**config.mk**
```make
export PLATFORM = sky130hd
export DESIGN_NAME = keypad_long_press_tracker_core_flat
export DESIGN_NICKNAME = d
export VERILOG_FILES = /design/src/rtl/klpt_pkg.sv /design/src/rtl/klpt_if.sv /design/src/rtl/klpt_ctrl.sv /design/src/rtl/klpt_dp.sv /design/src/rtl/keypad_long_press_tracker_core.sv /design/src/flat_wrapper.sv
export SDC_FILE = /design/constraint.sdc
export NUM_CORES = 1
export LEC_CHECK = 0
export BUFFER_PORTS_ARGS = -buffer_cell sky130_fd_sc_hd__buf_2
export CAP_MARGIN = 20
export CORE_MARGIN = 1.5
export CORE_UTILIZATION = 30
export CTS_BUF_LIST = sky130_fd_sc_hd__clkbuf_4 sky130_fd_sc_hd__clkbuf_8
export DETAILED_ROUTE_END_ITERATION = 8
export GPL_TIMING_DRIVEN = 0
export PLACE_DENSITY_LB_ADDON = 0.3
export SLEW_MARGIN = 20
export SYNTH_ARGS = -nofsm -noshare
export SYNTH_HDL_FRONTEND = slang
export SYNTH_SLANG_ARGS = --single-unit
```
**constraint.sdc**
```tcl
create_clock -name clk -period 6.7 [get_ports clk]
set_clock_uncertainty 0.05 [all_clocks]
set_input_delay 0.335 -clock clk [delete_from_list [all_inputs] [get_ports clk]]
set_output_delay 0.335 -clock clk [all_outputs]
set_load 0.005 [all_outputs]
```
**src/rtl/klpt_pkg.sv**
```systemverilog
package klpt_pkg;

  // fixed field widths
  localparam int KEY_BITMAP_W = 16;
  localparam int TIME_W       = 32;
  localparam int KEY_INDEX_W  = 4;

  // threshold after reset, in ms
  localparam logic [TIME_W-1:0] THRESH_RESET = 32'd1000;

  // per-key phase
  typedef enum logic [1:0] {
    PH_RELEASED = 2'd0,
    PH_PRESSED  = 2'd1,
    PH_LONG     = 2'd2
  } phase_t;

  // controller to datapath
  typedef struct packed {
    logic load;   // latch a new poll word, restart the scan
    logic scan;   // evaluate the current key and advance
  } cmd_t;

  // datapath to controller
  typedef struct packed {
    logic hit;    // current key is reported
    logic last;   // current key is the last one
  } stat_t;

endpackage

```
**src/rtl/klpt_if.sv**
```systemverilog
// poll channel
interface klpt_in_if;
  import klpt_pkg::*;
  logic                    valid;
  logic                    ready;
  logic [KEY_BITMAP_W-1:0] key_bitmap;
  logic [TIME_W-1:0]       now_ms;
  modport source (output valid, output key_bitmap, output now_ms, input ready);
  modport sink   (input valid, input key_bitmap, input now_ms, output ready);
endinterface

// result channel
interface klpt_out_if;
  import klpt_pkg::*;
  logic                   valid;
  logic                   ready;
  logic                   key_found;
  logic [KEY_INDEX_W-1:0] key_index;
  modport source (output valid, output key_found, output key_index, input ready);
  modport sink   (input valid, input key_found, input key_index, output ready);
endinterface

// threshold write channel
interface klpt_cfg_if;
  import klpt_pkg::*;
  logic              valid;
  logic              ready;
  logic [TIME_W-1:0] long_press_threshold_ms;
  modport source (output valid, output long_press_threshold_ms, input ready);
  modport sink   (input valid, input long_press_threshold_ms, output ready);
endinterface

```
**src/rtl/klpt_ctrl.sv**
```systemverilog
module klpt_ctrl (
  input  logic           clk,
  input  logic           rst_n,
  input  logic           in_valid,
  output logic           in_ready,
  output logic           out_valid,
  input  logic           out_ready,
  input  klpt_pkg::stat_t stat,
  output klpt_pkg::cmd_t  cmd
);
  import klpt_pkg::*;

  typedef enum logic [1:0] {
    S_IDLE,
    S_SCAN,
    S_OUT
  } state_t;

  state_t state_r;
  logic   in_ready_r;
  logic   out_valid_r;

  assign in_ready  = in_ready_r;
  assign out_valid = out_valid_r;

  // commands
  always_comb begin
    cmd.load = in_ready_r && in_valid;
    cmd.scan = (state_r == S_SCAN);
  end

  // state and registered handshake outputs
  always_ff @(posedge clk) begin
    if (!rst_n) begin
      state_r     <= S_IDLE;
      in_ready_r  <= 1'b1;
      out_valid_r <= 1'b0;
    end else begin
      case (state_r)
        S_IDLE: begin
          if (in_valid) begin
            state_r    <= S_SCAN;
            in_ready_r <= 1'b0;
          end
        end
        S_SCAN: begin
          // stop at the first reported key or after the last key
          if (stat.hit || stat.last) begin
            state_r     <= S_OUT;
            out_valid_r <= 1'b1;
          end
        end
        S_OUT: begin
          if (out_ready) begin
            state_r     <= S_IDLE;
            out_valid_r <= 1'b0;
            in_ready_r  <= 1'b1;
          end
        end
        default: begin
          state_r     <= S_IDLE;
          in_ready_r  <= 1'b1;
          out_valid_r <= 1'b0;
        end
      endcase
    end
  end

endmodule

```
**src/rtl/klpt_dp.sv**
```systemverilog
module klpt_dp #(
  parameter int NUM_KEYS = 16
) (
  input  logic                              clk,
  input  logic                              rst_n,
  input  klpt_pkg::cmd_t                    cmd,
  output klpt_pkg::stat_t                   stat,
  input  logic [klpt_pkg::KEY_BITMAP_W-1:0] key_bitmap,
  input  logic [klpt_pkg::TIME_W-1:0]       now_ms,
  input  logic                              cfg_we,
  input  logic [klpt_pkg::TIME_W-1:0]       cfg_data,
  output logic                              key_found,
  output logic [klpt_pkg::KEY_INDEX_W-1:0]  key_index
);
  import klpt_pkg::*;

  localparam int IDX_W = (NUM_KEYS > 1) ? $clog2(NUM_KEYS) : 1;

  logic [TIME_W-1:0]       thresh_r;
  logic [KEY_BITMAP_W-1:0] bitmap_r;
  logic [TIME_W-1:0]       now_r;
  logic [IDX_W-1:0]        idx_r;
  logic                    found_r;
  logic [IDX_W-1:0]        res_idx_r;
  phase_t                  phase_r [NUM_KEYS];
  logic [TIME_W-1:0]       start_r [NUM_KEYS];

  logic [NUM_KEYS-1:0]     down_all;
  logic                    down;
  phase_t                  ph;
  logic [TIME_W-1:0]       start_cur;
  logic [TIME_W-1:0]       elapsed;
  phase_t                  phase_nxt;
  logic [TIME_W-1:0]       start_nxt;
  logic                    hit;
  logic [31:0]             res_wide;

  // keys beyond the bitmap are always up
  generate
    if (NUM_KEYS <= KEY_BITMAP_W) begin : g_narrow
      assign down_all = bitmap_r[NUM_KEYS-1:0];
    end else begin : g_wide
      assign down_all = {{(NUM_KEYS-KEY_BITMAP_W){1'b0}}, bitmap_r};
    end
  endgenerate

  // threshold register
  always_ff @(posedge clk) begin
    if (!rst_n) begin
      thresh_r <= THRESH_RESET;
    end else if (cfg_we) begin
      thresh_r <= cfg_data;
    end
  end

  // evaluate the key under the scan index
  always_comb begin
    down      = down_all[idx_r];
    ph        = phase_r[idx_r];
    start_cur = start_r[idx_r];
    elapsed   = now_r - start_cur;
    phase_nxt = ph;
    start_nxt = start_cur;
    hit       = 1'b0;
    if (down) begin
      case (ph)
        PH_RELEASED: begin
          phase_nxt = PH_PRESSED;
          start_nxt = now_r;
          hit       = 1'b1;
        end
        PH_PRESSED: begin
          if (elapsed >= thresh_r) begin
            phase_nxt = PH_LONG;
            hit       = 1'b1;
          end
        end
        PH_LONG: begin
          hit = 1'b1;
        end
        default: begin
          // unused code: not reported, state kept
          phase_nxt = ph;
        end
      endcase
    end else begin
      phase_nxt = PH_RELEASED;
      start_nxt = '0;
    end
  end

  always_comb begin
    stat.hit  = hit;
    stat.last = (idx_r == IDX_W'(NUM_KEYS - 1));
  end

  // scan index and result; the poll word is latched in the block below
  always_ff @(posedge clk) begin
    if (!rst_n) begin
      idx_r     <= '0;
      found_r   <= 1'b0;
      res_idx_r <= '0;
    end else if (cmd.load) begin
      idx_r     <= '0;
      found_r   <= 1'b0;
      res_idx_r <= '0;
    end else if (cmd.scan) begin
      idx_r <= idx_r + 1'b1;
      if (hit) begin
        found_r   <= 1'b1;
        res_idx_r <= idx_r;
      end
    end
  end

  always_ff @(posedge clk) begin
    if (cmd.load) begin
      bitmap_r <= key_bitmap;
      now_r    <= now_ms;
    end
  end

  // key phases
  always_ff @(posedge clk) begin
    if (!rst_n) begin
      for (int k = 0; k < NUM_KEYS; k++) begin
        phase_r[k] <= PH_RELEASED;
      end
    end else if (cmd.scan) begin
      phase_r[idx_r] <= phase_nxt;
    end
  end

  // press start ticks, only read while a key is pressed
  always_ff @(posedge clk) begin
    if (cmd.scan) begin
      start_r[idx_r] <= start_nxt;
    end
  end

  assign res_wide  = 32'(res_idx_r);
  assign key_found = found_r;
  assign key_index = res_wide[KEY_INDEX_W-1:0];

endmodule

```
**src/rtl/keypad_long_press_tracker_core.sv**
```systemverilog
// Sequence: accept a poll word in the idle state, then scan the keys in order up to
// and including the first reported key (all keys when none is reported), then offer
// the result word. A new poll is accepted only after the result word is taken; the
// scan visits one key per cycle through a single evaluate unit.
// Reset: synchronous, active low; all keys released, threshold 1000 ms.
module keypad_long_press_tracker_core #(
  parameter int NUM_KEYS = 16
) (
  input  logic       clk,
  input  logic       rst_n,
  klpt_in_if.sink    in_ch,
  klpt_out_if.source out_ch,
  klpt_cfg_if.sink   cfg_ch
);
  import klpt_pkg::*;

  cmd_t  cmd;
  stat_t stat;

  // threshold writes are always taken
  assign cfg_ch.ready = 1'b1;

  klpt_ctrl u_ctrl (
    .clk       (clk),
    .rst_n     (rst_n),
    .in_valid  (in_ch.valid),
    .in_ready  (in_ch.ready),
    .out_valid (out_ch.valid),
    .out_ready (out_ch.ready),
    .stat      (stat),
    .cmd       (cmd)
  );

  klpt_dp #(
    .NUM_KEYS (NUM_KEYS)
  ) u_dp (
    .clk        (clk),
    .rst_n      (rst_n),
    .cmd        (cmd),
    .stat       (stat),
    .key_bitmap (in_ch.key_bitmap),
    .now_ms     (in_ch.now_ms),
    .cfg_we     (cfg_ch.valid),
    .cfg_data   (cfg_ch.long_press_threshold_ms),
    .key_found  (out_ch.key_found),
    .key_index  (out_ch.key_index)
  );

endmodule
```
**src/flat_wrapper.sv**
```systemverilog
// flat-port wrapper written by rule: the top's interface ports become plain ports
module keypad_long_press_tracker_core_flat import klpt_pkg::*;
#(
  parameter int NUM_KEYS = 16
)
  (clk, rst_n, in_ch_valid, in_ch_key_bitmap, in_ch_now_ms, in_ch_ready, out_ch_valid, out_ch_key_found, out_ch_key_index, out_ch_ready, cfg_ch_valid, cfg_ch_long_press_threshold_ms, cfg_ch_ready);
  klpt_in_if in_ch_i ();
  klpt_out_if out_ch_i ();
  klpt_cfg_if cfg_ch_i ();
  input  logic clk;
  input  logic rst_n;
  input wire logic [$bits(in_ch_i.valid)-1:0] in_ch_valid;
  input wire logic [$bits(in_ch_i.key_bitmap)-1:0] in_ch_key_bitmap;
  input wire logic [$bits(in_ch_i.now_ms)-1:0] in_ch_now_ms;
  output wire logic [$bits(in_ch_i.ready)-1:0] in_ch_ready;
  output wire logic [$bits(out_ch_i.valid)-1:0] out_ch_valid;
  output wire logic [$bits(out_ch_i.key_found)-1:0] out_ch_key_found;
  output wire logic [$bits(out_ch_i.key_index)-1:0] out_ch_key_index;
  input wire logic [$bits(out_ch_i.ready)-1:0] out_ch_ready;
  input wire logic [$bits(cfg_ch_i.valid)-1:0] cfg_ch_valid;
  input wire logic [$bits(cfg_ch_i.long_press_threshold_ms)-1:0] cfg_ch_long_press_threshold_ms;
  output wire logic [$bits(cfg_ch_i.ready)-1:0] cfg_ch_ready;
  assign in_ch_i.valid = in_ch_valid;
  assign in_ch_i.key_bitmap = in_ch_key_bitmap;
  assign in_ch_i.now_ms = in_ch_now_ms;
  assign in_ch_ready = in_ch_i.ready;
  assign out_ch_valid = out_ch_i.valid;
  assign out_ch_key_found = out_ch_i.key_found;
  assign out_ch_key_index = out_ch_i.key_index;
  assign out_ch_i.ready = out_ch_ready;
  assign cfg_ch_i.valid = cfg_ch_valid;
  assign cfg_ch_i.long_press_threshold_ms = cfg_ch_long_press_threshold_ms;
  assign cfg_ch_ready = cfg_ch_i.ready;
  keypad_long_press_tracker_core #(.NUM_KEYS(NUM_KEYS)) u_core (.clk(clk), .rst_n(rst_n), .in_ch(in_ch_i), .out_ch(out_ch_i), .cfg_ch(cfg_ch_i));
endmodule
```
==> flow_summary.ini <==
[outcome]
status = finished, violations left
violations = design-rule violations

[yosys]
synth.top_cell.area_share = 0.6597
synth_cell_type_count = 51
synth-main-ff-cell = edfxtp_1
synth_commonest_cells = 592 x edfxtp_1, 174 x mux4_2, 143 x nor2_1
yosysWarningCount = 0
count_leader_synth = edfxtp_1
synthesis.area_mm2 = 0.02695
synth_top_area_cell = edfxtp_1
syn-num-nets = 1651
synth_async_sr_flop_share = 0
synth_edf_count = 592
sequential_cell_area_fraction_in_the_yosys_report = 0.6961
ys_seq_elements = 641
synthesis.instances = 1497
ys_top_cells_by_area = edfxtp_1 66%, mux4_2 15%, dfxtp_1 3.6%
post_synth.cell_area_avg_um2 = 18.00

[die]
floorplan.io_pins = 93
core_region_area_mm2 = 0.08865
fp.dieArea_mm2 = 0.09163
placement_rows = 109
initial_core_util = 0.3040
chipHeight_um = 302.7
horizontal_extent_of_the_die_um = 302.7

[critical_path]
timing.critical_path.to_type = register
critical_path.max_fanout = 10
cp.required_ns = 7.24
worstSetupStartpointType = register
timing_worst_setup_path_type = register to register
cp_arrival_ns = 7.01

[clocking]
clk_pin_slew_worst_paths_ns = 0.06
htreeDepth = 3
max-clock-path-buffers = 3
cts_buffers = 107
cts-root-buf = clkbuf_8
clk_latency_ns = 0.75
cts.sinks = 641
cts_tree = done

[cells_and_area]
multi_input_area_mm2 = 0.007840
syn_to_final_growth_pct = 22.74
register_area_mm2 = 0.01876
layout-drive-gt1-share = 0.2875
finalCoreUtilization = 0.3731
fillers = 8242
final_nets = 1978
layoutNonFillerInstCount = 3072

[global_routing]
grt_antenna_before_repair = 2
via_count_of_the_first_global_routing_pass = 15710
grt.total_usage = 0.1598
grt_start_max_net_pins = 38
grt-ovfl-total = 0
grt_first_pass_wirelength_um = 104700

[sta]
setup_total_negative_slack_ns = 0
hold_violations = 0
layout_min_cycle_time_ns = 6.469
finalSetupViolations = 0
finalCritPeriodShare = 0.9655
final.hold.worst_slack_ns = 0.1617
max_slew.worst_pin.slew_ns = 1.094
relSlewSlack = 0.2680
achievable-frequency_mhz = 154.6
final-max-slew-violation-count = 0

[power]
total_leakage_power_nw = 11.21
max-vdd-ir-drop_mv = 0.1477
clock_power_share = 0.361
combinationalPowerShare = 0.144
switching_power_mw = 2.436
p_int_mw = 6.851
share_seq_of_total_power = 0.496
cellPowerDensity_mw_per_mm2 = 280.8
sw_frac_of_total = 0.2623

[route]
final_antenna_net_count = 0
routedWlPerCell_um = 23.75
firstDrtPassIters = 7
detail_route.wirelength_um = 72950
route.vias.total = 15120
detail_route.drc_violations = 11
via_per_inst = 4.922
detail_route.iter0.violations = 1333

[place]
detailedPlacementHpwl_um = 48700
place_inst = 2785
gp_weighted_congestion = 0.8438
buffer_ports.inserted = 90

[min_path]
min-delay-path-class = input port to register

[run]
cap_violations = 0
## metrics by stage
stage / power, mW / area [um2] / setup WS [ns]
5_1_grt: 9.669 / 33080 / -0.01649
3_5_place_dp: 5.913 / 29780 / -2.115
6_report: 9.287 / 33080 / 0.2313
2_1_floorplan: 5.511 / 26950 / 0.5032
4_1_cts: 9.344 / 32890 / 0.01588
3_3_place_gp: 5.870 / 28860 / -2.079
## layer usage
layer	share of wire	GRT usage	vias to the layer above	wire length, um
met5	0	0	-	0
met3	0.062	0.02470	119	4550
li1	-	-	6602	-
met2	0.48	0.2626	555	35020
met1	0.43	0.2151	7845	31430
met4	0.027	0.05733	0	1956
## kinds of logic (layout without fill, tap and decap cells)
kind of cell	after synthesis	count (layout)	synth area share
AOI/OAI and AO/OA	144	144	0.03459
xor gates and xnor gates	31	31	0.01008
adders and majority gates	69	69	0.03232
buffers and inverters	138	547	0.02080
DFF	641	641	0.6961
muxes	237	237	0.1689
other	1	2	0.0001392
and+or+nand+nor	236	236	0.03714
## worst max-delay path, stage by stage, from the launching register on
cell     delay [ns]
dfxtp_1        0.35
buf_12         0.17
buf_12         0.17
buf_4          0.28
mux4_2         0.55
mux4_2         0.51
inv_1          0.10
ha_1           0.31
a21o_1         0.21
a21oi_1        0.14
nor2b_1        0.07
o41ai_1        0.74
a31oi_1        0.23
xor2_1         0.20
ha_1           0.31
a21o_1         0.17
a21oi_2        0.20
o21ai_0        0.13
a221o_1        0.42
a41oi_4        0.29
o21ai_4        0.17
a211o_1        0.37
nor2_1         0.14
## registers in the layout (all words and copies together), names as in the netlist, named ones only
name	cells
u_core.u_ctrl.in_ready	1
u_core.u_ctrl.out_valid	1
u_core.u_ctrl.state_r	2
u_core.u_dp.bitmap_r	16
u_core.u_dp.idx_r	4
u_core.u_dp.key_found	1
u_core.u_dp.key_index	4
u_core.u_dp.now_r	32
u_core.u_dp.phase_r	32
u_core.u_dp.start_r	512
u_core.u_dp.thresh_r	32
## power by group through the flow
stage / Clock, mW / Combinational [mW] / Sequential (mW)
finish: 3.35 / 1.34 / 4.60
global route: 3.60 / 1.47 / 4.61
CTS: 3.44 / 1.30 / 4.60
detailed placement: 0 / 1.23 / 4.69
global placement: 0 / 1.18 / 4.69
floorplan: 0 / 0.849 / 4.66
## final timing paths
| kind | startpoint | depth (start not counted) | endpoint | slack, ns |
|---|---|---|---|---|
| max | register | 22 | u_core.u_dp.phase_r[14][0]$_SDFFCE_PN0P_ | 0.23 |
| max reg2reg | register | 22 | u_core.u_dp.phase_r[14][0]$_SDFFCE_PN0P_ | 0.23 |
| min | cfg_ch_valid | 3 | u_core.u_dp.thresh_r[11]$_SDFFE_PN0P_ | 0.16 |
| min reg2reg | u_core.u_dp.key_index[0]$_SDFFE_PP0P_ | 2 | u_core.u_dp.key_index[0]$_SDFFE_PP0P_ | 0.42 |
## final cells by class
cell class,instances,area share
Antenna cell,1,0.00007566
Buffer,62,0.01494
Clock buffer,132,0.05020
Clock inverter,59,0.01158
Inverter,74,0.008398
Multi-Input combinational cell,718,0.2370
Sequential cell,641,0.5673
Tap cell,1165,0.04407
Timing Repair Buffer,220,0.06643
## timing repair
item / CTS / global route
hold endpoints to repair: 92 / 0
hold buffers: 89 / 0
resized for setup: 65 / 36
pin swaps: 2 / 8
setup endpoints to repair: 40 / 39
setup buffers: 3 / 5
gates cloned: 0 / 0
## cells in the final DEF (no fill, tap or decap), types with 5 or more instances in the layout
cell	count
a21o_1	24
clkinvlp_4	5
nand2_1	42
dfxtp_1	47
a211o_1	6
a21oi_1	28
clkbuf_1	19
clkbuf_4	27
mux2i_1	62
nor2_4	17
o211ai_1	7
ha_1	68
clkinv_2	22
clkinv_1	24
inv_1	72
mux4_2	174
o21a_1	10
buf_2	93
nor3_1	8
nand3_1	9
nor2b_1	6
xor2_1	12
buf_16	20
nand2b_1	8
buf_6	6
clkbuf_2	10
nor2_1	127
edfxtp_1	592
buf_12	20
o21ai_0	33
buf_4	17
dlygate4sd3_1	89
a211oi_1	8
nand4_1	8
xnor2_1	19
clkbuf_8	110
Note: power is estimated with default switching activity, not from simulation.
